## src/design/swma_pkg.sv

```systemverilog
// ----------------------------------------------------------------------------
// swma_pkg: shared types and constants for the sweep angle moving average
// Fixed field widths, angle limits, controller states and the command and
// status words that pass between controller and datapath.
// ----------------------------------------------------------------------------
package swma_pkg;

  localparam int WINDOW_SIZE_DEF = 8;

  localparam int CH_W       = 2;
  localparam int ANGLE_W    = 16;
  localparam int TIME_W     = 32;
  localparam int GAIN_W     = 24;
  localparam int PROD_W     = TIME_W + GAIN_W;
  localparam int GAIN_SHIFT = 24;

  localparam logic [ANGLE_W-1:0] ANGLE_MAX  = 16'd46080;
  localparam logic [GAIN_W-1:0]  GAIN_RESET = 24'd1932735;
  localparam logic [CH_W-1:0]    CH_LAST    = 2'd3;

  localparam logic REQ_SWEEP = 1'b0;
  localparam logic REQ_READ  = 1'b1;

  typedef enum logic [2:0] {
    ST_IDLE,
    ST_MUL,
    ST_WRITE,
    ST_SEND,
    ST_READ,
    ST_DRAIN,
    ST_DIV_LOAD
  } swma_state_t;

  typedef struct packed {
    logic            capture;
    logic            mul;
    logic            wr;
    logic            acc_clr;
    logic            rd;
    logic            div_load;
    logic            load_out;
    logic            out_read;
    logic            last;
    logic [CH_W-1:0] chan;
  } swma_cmd_t;

  typedef struct packed {
    logic out_free;
  } swma_status_t;

endpackage

```

## src/design/swma_ctrl.sv

```systemverilog
// ----------------------------------------------------------------------------
// swma_ctrl: sequencing state machine
// Accepts one word at a time, steps the datapath through the angle product
// and window write, or through four window sums and divisions on a read.
// ----------------------------------------------------------------------------
module swma_ctrl
  import swma_pkg::*;
#(
  parameter int WINDOW_SIZE = WINDOW_SIZE_DEF
) (
  input  logic         clk,
  input  logic         rst_n,
  input  logic         in_valid,
  output logic         in_stall,
  input  logic         in_req_type,
  output swma_cmd_t    cmd,
  output logic [((WINDOW_SIZE > 1) ? $clog2(WINDOW_SIZE) : 1)-1:0] rd_idx,
  input  swma_status_t status
);

  localparam int IDX_W   = (WINDOW_SIZE > 1) ? $clog2(WINDOW_SIZE) : 1;
  localparam int CNT_W   = IDX_W;

  swma_state_t      state_r, state_nxt;
  logic [CH_W-1:0]  chan_r, chan_nxt;
  logic [CNT_W-1:0] cnt_r, cnt_nxt;
  logic             read_r, read_nxt;

  always_ff @(posedge clk) begin
    if (!rst_n) begin
      state_r <= ST_IDLE;
      chan_r  <= '0;
      cnt_r   <= '0;
      read_r  <= 1'b0;
    end else begin
      state_r <= state_nxt;
      chan_r  <= chan_nxt;
      cnt_r   <= cnt_nxt;
      read_r  <= read_nxt;
    end
  end

  assign in_stall = (state_r != ST_IDLE);
  assign rd_idx   = cnt_r[IDX_W-1:0];

  always_comb begin
    state_nxt = state_r;
    chan_nxt  = chan_r;
    cnt_nxt   = cnt_r;
    read_nxt  = read_r;
    cmd       = '0;
    cmd.chan  = chan_r;
    cmd.last  = (chan_r == CH_LAST);
    cmd.out_read = read_r;
    case (state_r)
      ST_IDLE: begin
        if (in_valid) begin
          cmd.capture = 1'b1;
          cmd.acc_clr = 1'b1;
          chan_nxt    = '0;
          cnt_nxt     = '0;
          read_nxt    = in_req_type;
          state_nxt   = (in_req_type == REQ_READ) ? ST_READ : ST_MUL;
        end
      end
      ST_MUL: begin
        cmd.mul   = 1'b1;
        state_nxt = ST_WRITE;
      end
      ST_WRITE: begin
        cmd.wr    = 1'b1;
        state_nxt = ST_SEND;
      end
      ST_READ: begin
        cmd.rd  = 1'b1;
        cnt_nxt = cnt_r + 1'b1;
        if (cnt_r == CNT_W'(WINDOW_SIZE - 1)) begin
          state_nxt = ST_DRAIN;
        end
      end
      // last read word lands in the accumulator here
      ST_DRAIN: begin
        state_nxt = ST_DIV_LOAD;
      end
      ST_DIV_LOAD: begin
        cmd.div_load = 1'b1;
        state_nxt    = ST_SEND;
      end
      ST_SEND: begin
        if (status.out_free) begin
          cmd.load_out = 1'b1;
          if (!read_r || chan_r == CH_LAST) begin
            state_nxt = ST_IDLE;
          end else begin
            cmd.acc_clr = 1'b1;
            chan_nxt    = chan_r + 1'b1;
            cnt_nxt     = '0;
            state_nxt   = ST_READ;
          end
        end
      end
      default: begin
        state_nxt = ST_IDLE;
      end
    endcase
  end

  a_one_at_a_time: assert property (@(posedge clk) disable iff (!rst_n)
    (in_valid && !in_stall) |=> in_stall)
    else $error("word accepted while previous one still in flight");

  a_last_on_fourth: assert property (@(posedge clk) disable iff (!rst_n)
    (cmd.load_out && cmd.out_read) |-> (cmd.last == (cmd.chan == CH_LAST)))
    else $error("read result marked last on wrong channel");

  a_load_needs_room: assert property (@(posedge clk) disable iff (!rst_n)
    cmd.load_out |-> status.out_free)
    else $error("output register overwritten");

endmodule

```

## src/design/swma_dp.sv

```systemverilog
// ----------------------------------------------------------------------------
// swma_dp: angle datapath, window memory, accumulator and divider
// Holds the gain register, the four ring windows with their write positions,
// the reciprocal multiply that divides by the window size and the output
// register.
// ----------------------------------------------------------------------------
module swma_dp
  import swma_pkg::*;
#(
  parameter int WINDOW_SIZE = WINDOW_SIZE_DEF
) (
  input  logic                clk,
  input  logic                rst_n,
  input  logic                cfg_valid,
  input  logic [GAIN_W-1:0]   cfg_data,
  input  logic                in_pulse_new,
  input  logic [TIME_W-1:0]   in_pulse_start_time,
  input  logic [TIME_W-1:0]   in_sweep_start_time,
  input  logic                in_station,
  input  logic                in_sweep_axis,
  input  logic                in_dual_lock,
  input  swma_cmd_t           cmd,
  input  logic [((WINDOW_SIZE > 1) ? $clog2(WINDOW_SIZE) : 1)-1:0] rd_idx,
  output swma_status_t        status,
  output logic                out_valid,
  input  logic                out_stall,
  output logic                out_accepted,
  output logic                out_station,
  output logic                out_axis,
  output logic [ANGLE_W-1:0]  out_average_angle,
  output logic                out_last
);

  localparam int IDX_W    = (WINDOW_SIZE > 1) ? $clog2(WINDOW_SIZE) : 1;
  localparam int LOG_W    = $clog2(WINDOW_SIZE);
  localparam int SUM_W    = ANGLE_W + LOG_W;
  localparam int ADDR_W   = CH_W + IDX_W;
  localparam int DEPTH    = 1 << ADDR_W;
  localparam int CHANNELS = 1 << CH_W;
  // floor(sum / WINDOW_SIZE) as (sum * RECIP) >> DIV_SH, exact for every sum
  localparam int DIV_SH   = SUM_W + LOG_W;
  localparam int RECIP_W  = SUM_W + 1;
  localparam int QPROD_W  = SUM_W + RECIP_W;
  localparam logic [RECIP_W-1:0] RECIP = RECIP_W'(((64'd1 << DIV_SH)
                                         + 64'(WINDOW_SIZE) - 64'd1) / 64'(WINDOW_SIZE));

  logic [GAIN_W-1:0]  gain_r;
  logic [TIME_W-1:0]  diff_r;
  logic [CH_W-1:0]    cap_ch_r;
  logic               use_r;
  logic [PROD_W-1:0]  prod_r;

  logic [ANGLE_W-1:0] mem [DEPTH];
  logic [ANGLE_W-1:0] rd_data_r;
  logic               rd_vld_r;
  logic               rd_live_r;

  logic [IDX_W-1:0]   wpos_r [CHANNELS];
  logic [CHANNELS-1:0] full_r;

  logic [SUM_W-1:0]   acc_r;
  logic [ANGLE_W-1:0] quo_r;

  logic               out_valid_r;
  logic               out_accepted_r;
  logic               out_station_r;
  logic               out_axis_r;
  logic [ANGLE_W-1:0] out_average_angle_r;
  logic               out_last_r;

  logic [TIME_W-1:0]  scaled;
  logic [ANGLE_W-1:0] angle;
  logic [IDX_W-1:0]   wr_pos;
  logic [IDX_W-1:0]   rd_pos;
  logic [QPROD_W-1:0] qprod;
  logic               pos_ok;

  // gain register
  always_ff @(posedge clk) begin
    if (!rst_n) begin
      gain_r <= GAIN_RESET;
    end else if (cfg_valid) begin
      gain_r <= cfg_data;
    end
  end

  // capture and angle product
  always_ff @(posedge clk) begin
    if (cmd.capture) begin
      diff_r   <= in_pulse_start_time - in_sweep_start_time;
      cap_ch_r <= {in_station, in_sweep_axis};
      use_r    <= in_pulse_new & in_dual_lock;
    end
    if (cmd.mul) begin
      prod_r <= diff_r * PROD_W'(gain_r);
    end
  end

  assign scaled = prod_r[PROD_W-1:GAIN_SHIFT];
  assign angle  = (scaled > TIME_W'(ANGLE_MAX)) ? ANGLE_MAX : scaled[ANGLE_W-1:0];
  assign wr_pos = wpos_r[cap_ch_r];
  assign rd_pos = wpos_r[cmd.chan];

  // ring write positions; full marks a window whose every entry was written
  always_ff @(posedge clk) begin
    if (!rst_n) begin
      for (int c = 0; c < CHANNELS; c++) begin
        wpos_r[c] <= '0;
      end
      full_r <= '0;
    end else if (cmd.wr && use_r) begin
      if (wr_pos == IDX_W'(WINDOW_SIZE - 1)) begin
        wpos_r[cap_ch_r] <= '0;
        full_r[cap_ch_r] <= 1'b1;
      end else begin
        wpos_r[cap_ch_r] <= wr_pos + 1'b1;
      end
    end
  end

  // window memory
  always_ff @(posedge clk) begin
    if (cmd.wr && use_r) begin
      mem[{cap_ch_r, wr_pos}] <= angle;
    end
    if (cmd.rd) begin
      rd_data_r <= mem[{cmd.chan, rd_idx}];
    end
  end

  // entries not yet written read as zero
  always_ff @(posedge clk) begin
    if (!rst_n) begin
      rd_vld_r <= 1'b0;
    end else begin
      rd_vld_r <= cmd.rd;
    end
    if (cmd.rd) begin
      rd_live_r <= full_r[cmd.chan] || (rd_idx < rd_pos);
    end
  end

  always_ff @(posedge clk) begin
    if (cmd.acc_clr) begin
      acc_r <= '0;
    end else if (rd_vld_r && rd_live_r) begin
      acc_r <= acc_r + SUM_W'(rd_data_r);
    end
  end

  // divide by the window size with one reciprocal multiply
  assign qprod = QPROD_W'(acc_r) * QPROD_W'(RECIP);

  always_ff @(posedge clk) begin
    if (cmd.div_load) begin
      quo_r <= qprod[DIV_SH +: ANGLE_W];
    end
  end

  // output register
  assign status.out_free = !out_valid_r || !out_stall;

  always_ff @(posedge clk) begin
    if (!rst_n) begin
      out_valid_r <= 1'b0;
    end else if (cmd.load_out) begin
      out_valid_r <= 1'b1;
    end else if (!out_stall) begin
      out_valid_r <= 1'b0;
    end
  end

  always_ff @(posedge clk) begin
    if (cmd.load_out) begin
      if (cmd.out_read) begin
        out_accepted_r      <= 1'b0;
        out_station_r       <= cmd.chan[1];
        out_axis_r          <= cmd.chan[0];
        out_average_angle_r <= quo_r;
        out_last_r          <= cmd.last;
      end else begin
        out_accepted_r      <= use_r;
        out_station_r       <= cap_ch_r[1];
        out_axis_r          <= cap_ch_r[0];
        out_average_angle_r <= '0;
        out_last_r          <= 1'b1;
      end
    end
  end

  assign out_valid         = out_valid_r;
  assign out_accepted      = out_accepted_r;
  assign out_station       = out_station_r;
  assign out_axis          = out_axis_r;
  assign out_average_angle = out_average_angle_r;
  assign out_last          = out_last_r;

  always_comb begin
    pos_ok = 1'b1;
    for (int c = 0; c < CHANNELS; c++) begin
      if (wpos_r[c] > IDX_W'(WINDOW_SIZE - 1)) begin
        pos_ok = 1'b0;
      end
    end
  end

  a_pos_in_window: assert property (@(posedge clk) disable iff (!rst_n) pos_ok)
    else $error("write position beyond window");

  a_rd_follows_cmd: assert property (@(posedge clk) disable iff (!rst_n)
    cmd.rd |=> rd_vld_r)
    else $error("read data strobe lost");

  a_no_wr_during_rd: assert property (@(posedge clk) disable iff (!rst_n)
    !(cmd.wr && (cmd.rd || rd_vld_r)))
    else $error("window write overlaps a sum");

endmodule

```

## src/design/sweep_angle_moving_average.sv

```systemverilog
// ----------------------------------------------------------------------------
// sweep_angle_moving_average: sweep angles with a boxcar mean per channel
// Converts sweep hit times to angles, keeps a ring window per station/axis
// and reports the four window means on a read request.
//
//   port group   dir   handshake            contents
//   in_*         in    in_valid/in_stall    request word, sweep sample fields
//   out_*        out   out_valid/out_stall  one word per sweep or channel
//   cfg_*        in    cfg_valid/cfg_ready  angle gain, 24 bit
//
// sweep word: capture, multiply, window write and output load in turn; the
//   32x24 gain multiply is the long path
// read word: capture, then for each channel one memory read per entry,
//   then drain, reciprocal divide and output load
// reset clears write positions and fill flags; no memory clearing pass
// out_stall holds the result register and delays each output load while a
//   held result waits; in_stall is high while busy
// ----------------------------------------------------------------------------
module sweep_angle_moving_average
  import swma_pkg::*;
#(
  parameter int WINDOW_SIZE = WINDOW_SIZE_DEF
) (
  input  logic               clk,
  input  logic               rst_n,
  input  logic               in_valid,
  output logic               in_stall,
  input  logic               in_req_type,
  input  logic               in_pulse_new,
  input  logic [TIME_W-1:0]  in_pulse_start_time,
  input  logic [TIME_W-1:0]  in_sweep_start_time,
  input  logic               in_station,
  input  logic               in_sweep_axis,
  input  logic               in_dual_lock,
  output logic               out_valid,
  input  logic               out_stall,
  output logic               out_accepted,
  output logic               out_station,
  output logic               out_axis,
  output logic [ANGLE_W-1:0] out_average_angle,
  output logic               out_last,
  input  logic               cfg_valid,
  output logic               cfg_ready,
  input  logic [GAIN_W-1:0]  cfg_data
);

  localparam int IDX_W = (WINDOW_SIZE > 1) ? $clog2(WINDOW_SIZE) : 1;

  swma_cmd_t        cmd;
  swma_status_t     status;
  logic [IDX_W-1:0] rd_idx;

  // gain register takes a write in any cycle
  assign cfg_ready = 1'b1;

  swma_ctrl #(
    .WINDOW_SIZE (WINDOW_SIZE)
  ) u_ctrl (
    .clk         (clk),
    .rst_n       (rst_n),
    .in_valid    (in_valid),
    .in_stall    (in_stall),
    .in_req_type (in_req_type),
    .cmd         (cmd),
    .rd_idx      (rd_idx),
    .status      (status)
  );

  swma_dp #(
    .WINDOW_SIZE (WINDOW_SIZE)
  ) u_dp (
    .clk                 (clk),
    .rst_n               (rst_n),
    .cfg_valid           (cfg_valid),
    .cfg_data            (cfg_data),
    .in_pulse_new        (in_pulse_new),
    .in_pulse_start_time (in_pulse_start_time),
    .in_sweep_start_time (in_sweep_start_time),
    .in_station          (in_station),
    .in_sweep_axis       (in_sweep_axis),
    .in_dual_lock        (in_dual_lock),
    .cmd                 (cmd),
    .rd_idx              (rd_idx),
    .status              (status),
    .out_valid           (out_valid),
    .out_stall           (out_stall),
    .out_accepted        (out_accepted),
    .out_station         (out_station),
    .out_axis            (out_axis),
    .out_average_angle   (out_average_angle),
    .out_last            (out_last)
  );

endmodule

```

## config.mk

```make
export PLATFORM = sky130hd
export DESIGN_NAME = sweep_angle_moving_average
export DESIGN_NICKNAME = d
export VERILOG_FILES = /design/src/design/swma_pkg.sv /design/src/design/swma_ctrl.sv /design/src/design/swma_dp.sv /design/src/design/sweep_angle_moving_average.sv
export SDC_FILE = /design/constraint.sdc
export NUM_CORES = 2
export LEC_CHECK = 0
export BUFFER_PORTS_ARGS = -buffer_cell sky130_fd_sc_hd__buf_4
export CORE_MARGIN = 2
export CORE_UTILIZATION = 60
export CTS_BUF_LIST = sky130_fd_sc_hd__clkbuf_16
export CTS_CLUSTER_DIAMETER = 60
export CTS_CLUSTER_SIZE = 14
export DETAILED_ROUTE_END_ITERATION = 10
export PLACE_DENSITY_LB_ADDON = 0.1
export SKIP_LAST_GASP = 1
export SLEW_MARGIN = 20
export SYNTH_ARGS = -nofsm -noshare
export SYNTH_HDL_FRONTEND = slang
export SYNTH_HIERARCHICAL = 1
export SYNTH_SLANG_ARGS = --single-unit
```

## constraint.sdc

```tcl
create_clock -name clk -period 10.76 [get_ports clk]
set_clock_uncertainty 0.05 [all_clocks]
set_input_delay 0.538 -clock clk [delete_from_list [all_inputs] [get_ports clk]]
set_output_delay 0.538 -clock clk [all_outputs]
set_load 0.01 [all_outputs]
```

==> results.cfg <==
[routing]
detail_route.wl_per_cell_um = 22.8
dr.pass1.iters = 5
ant_nets = 0
drc = 0
vias = 32200
totalWireLength_um = 125000
viasPerCell = 5.84
drt_iter0_markers = 2366

[clocking]
clock_path_buffers = 3
htreeDepth = 3
clkTransAtPathRegs_ps = 70
cts_buffers = 70
cts-root-buf = clkbuf_16
clk_latency_ps = 630
cts_hold_buffers = 0
postCtsSetupRepairBufs = 0
cts_tree = yes
post_cts_resized = 0
numClockSinks = 704

[synth]
synth_edf_count = 644
synth_fp_nets = 5233
yosysTopAreaCellShare_pct = 36.7
async_reset_ff_share_pct = 0
ys_seq_elements = 704
yosys-top-cells-area = edfxtp_1 (37%), fa_1 (25%), mux4_2 (7.1%), ha_1 (5.6%), inv_1 (5.4%)
yosys.area_share.adder_pct = 30.6
synth_xor_area_share_pct = 1.20
synth_compound_area_share_pct = 3.32
synthCells = 4241
synth_largest_area_cell = edfxtp_1
synth.area.mux_share_pct = 8.08
synthSimpleGateAreaFrac_pct = 10.9
synth_area_sq_mm = 0.0527
synthFlopType = edfxtp_1
synth_top_family_by_area = adder cells
ys_top_cells_by_count = inv_1 (756), fa_1 (659), edfxtp_1 (644)
syn_avg_cell_area_sq_um = 12.4
synth_cell_types = 77
yosysSeqAreaShare_pct = 39.0
yosys_warnings = 6
synth.most_common_cell = inv_1

[setup_path]
path_delay_family = adder cells
cpMostUsedCell = fa_1
crit_path_max_incr_delay_ps = 1050
crit_type = reg2reg
r2r-start = u_dp/diff_r[19]
crit_chain = nand2_1, fa_1, inv_1, fa_1, inv_1, fa_1, inv_1, fa_1, fa_1, fa_1, inv_1, fa_1, inv_1, ha_1, nand4_1, a2111oi_0, o211ai_1, a31oi_1, nor3_1, buf_4, o41ai_2, a211o_1, a21oi_1, xnor2_1
crit_buf_inv = 6
critPathRequiredTime_ps = 11090
crit_slowest_cell = edfxtp_1
critPathCaptureType = flop
critPathLaunch = u_dp/diff_r[19]
r2r_slack_ps = 2450
critPathMaxFanout = 24
worstSetupStartpointType = flop
cp.arrival_ps = 8640

[floorplan]
die_w_um = 300
initial_core_util_pct = 60.6
ios = 121
rows = 108
core-area_sq_mm = 0.0869
die-area_sq_mm = 0.0902
fp.dieH_um = 300

[timing]
tightest_slew_ps = 1120
hold_viol_final = 0
fin_crit_ps = 8310
rsz0062_at_grt = false
setup_tns_ps = 0
fin_crit_sh_pct = 77.2
relSlewSlack_pct = 24.8
setup_viol = 0
final_max_slew_viol_count = 0
max_freq_mhz = 120

[final_layout]
seqCellArea_sq_mm = 0.0206
nets = 5310
fillers = 6460
area_delta_synth_final_pct = 8.48
drive_above_1_share_pct = 12.2
multiInputGateArea_sq_mm = 0.0286

[global_route]
track_usage_pct = 29.1
grt_max_degree = 58
grt_pass1_vias = 33800
antenna_found_initial = 2
globalRouteOverflowTotal = 0
grt_pass1_wl_um = 198000

[placement]
port_buffers = 119
dp_hpwl_um = 84900
gp_congestion = 0.899

[run]
max_cap_violations = 0

[min_path]
hp-start = in_sweep_axis
hp-class = in2reg

[run_status]
status = complete, no violations
flip-flops by register name, indices dropped and copies added, names as in the netlist, 2 cells and up, named ones only:
name                    count
u_dp/wpos_r                12
u_ctrl/rd_idx               3
u_dp/rd_data_r             16
u_dp/cap_ch_r               2
u_ctrl/state_r              3
u_dp/out_average_angle     16
u_dp/full_r                 4
u_dp/diff_r                32
u_dp/mem                  512
u_dp/acc_r                 19
u_dp/gain_r                24
u_dp/quo_r                 16
u_dp/prod_r                32
u_ctrl/chan_r               2
placed cells by master, fill, tap and decap left out, drive strengths merged, types with 4 or more instances in the layout:
master  instances
inv           777
fa            659
edfxtp        644
nand2         459
and2          436
ha            235
buf           203
mux4          167
nor2          108
a21oi          93
clkbuf         73
dfxtp          60
xnor2          52
o21ai          43
a21o           31
mux2i          27
nand3          24
nor2b          22
xor2           20
mux2           20
nand2b         20
o21a           18
nand4          15
nor3           15
clkinv         11
a31oi           8
or3             7
o21bai          7
and3            7
a211oi          7
nor4            7
or2             7
o211ai          6
o41ai           6
nor3b           6
o31ai           5
a311oi          5
nand3b          4
area by class of cell:
cell class | instances | area share [%]
diodes | 1 | 0.00438
clock buffers | 73 | 3.20
clock inverters | 34 | 0.607
inverters | 756 | 4.97
multi-input cells | 2583 | 50.0
flip-flops and latches | 704 | 36.0
well taps | 1155 | 2.53
repair buffers | 203 | 2.69
through the flow:
stage          util, %  worst slack [ps]  hold slack (ps)  cells  instance area (sq um)
2_1_floorplan        -              3630              379   4241                  52700
3_3_place_gp      63.2              2670              394   5399                  54900
3_5_place_dp      63.2              2610              401   5399                  54900
4_1_cts           65.7              2460             22.6   5506                  57100
5_1_grt           65.7              2000             33.1   5508                  57100
6_report          65.7              2450             55.4   5509                  57100
final timing paths:
path	cells after the start	to
worst max-delay path	24	u_dp/prod_r[41]
worst max register to register	24	u_dp/prod_r[41]
worst min-delay path	1	u_dp/cap_ch_r[0]
worst min register to register	0	u_dp/quo_r[15]
layer usage:
layer,global-route usage (%),part of all wire [%]
met2,45.8,47
met5,0,0
met1,43.4,42
met3,4.91,9.3
met4,6.32,2.0
cell families after synthesis:
family	count (synthesis)
and+or+nand+nor	1143
AOI/OAI and AO/OA	259
DFF	704
muxes	214
buffers and inverters	954
other	1
adders and majority gates	894
xor gates and xnor gates	72
Power is left out: the tool's default activity adds up to more than one toggle a clock period on the data nets, which glitch-free logic cannot reach.
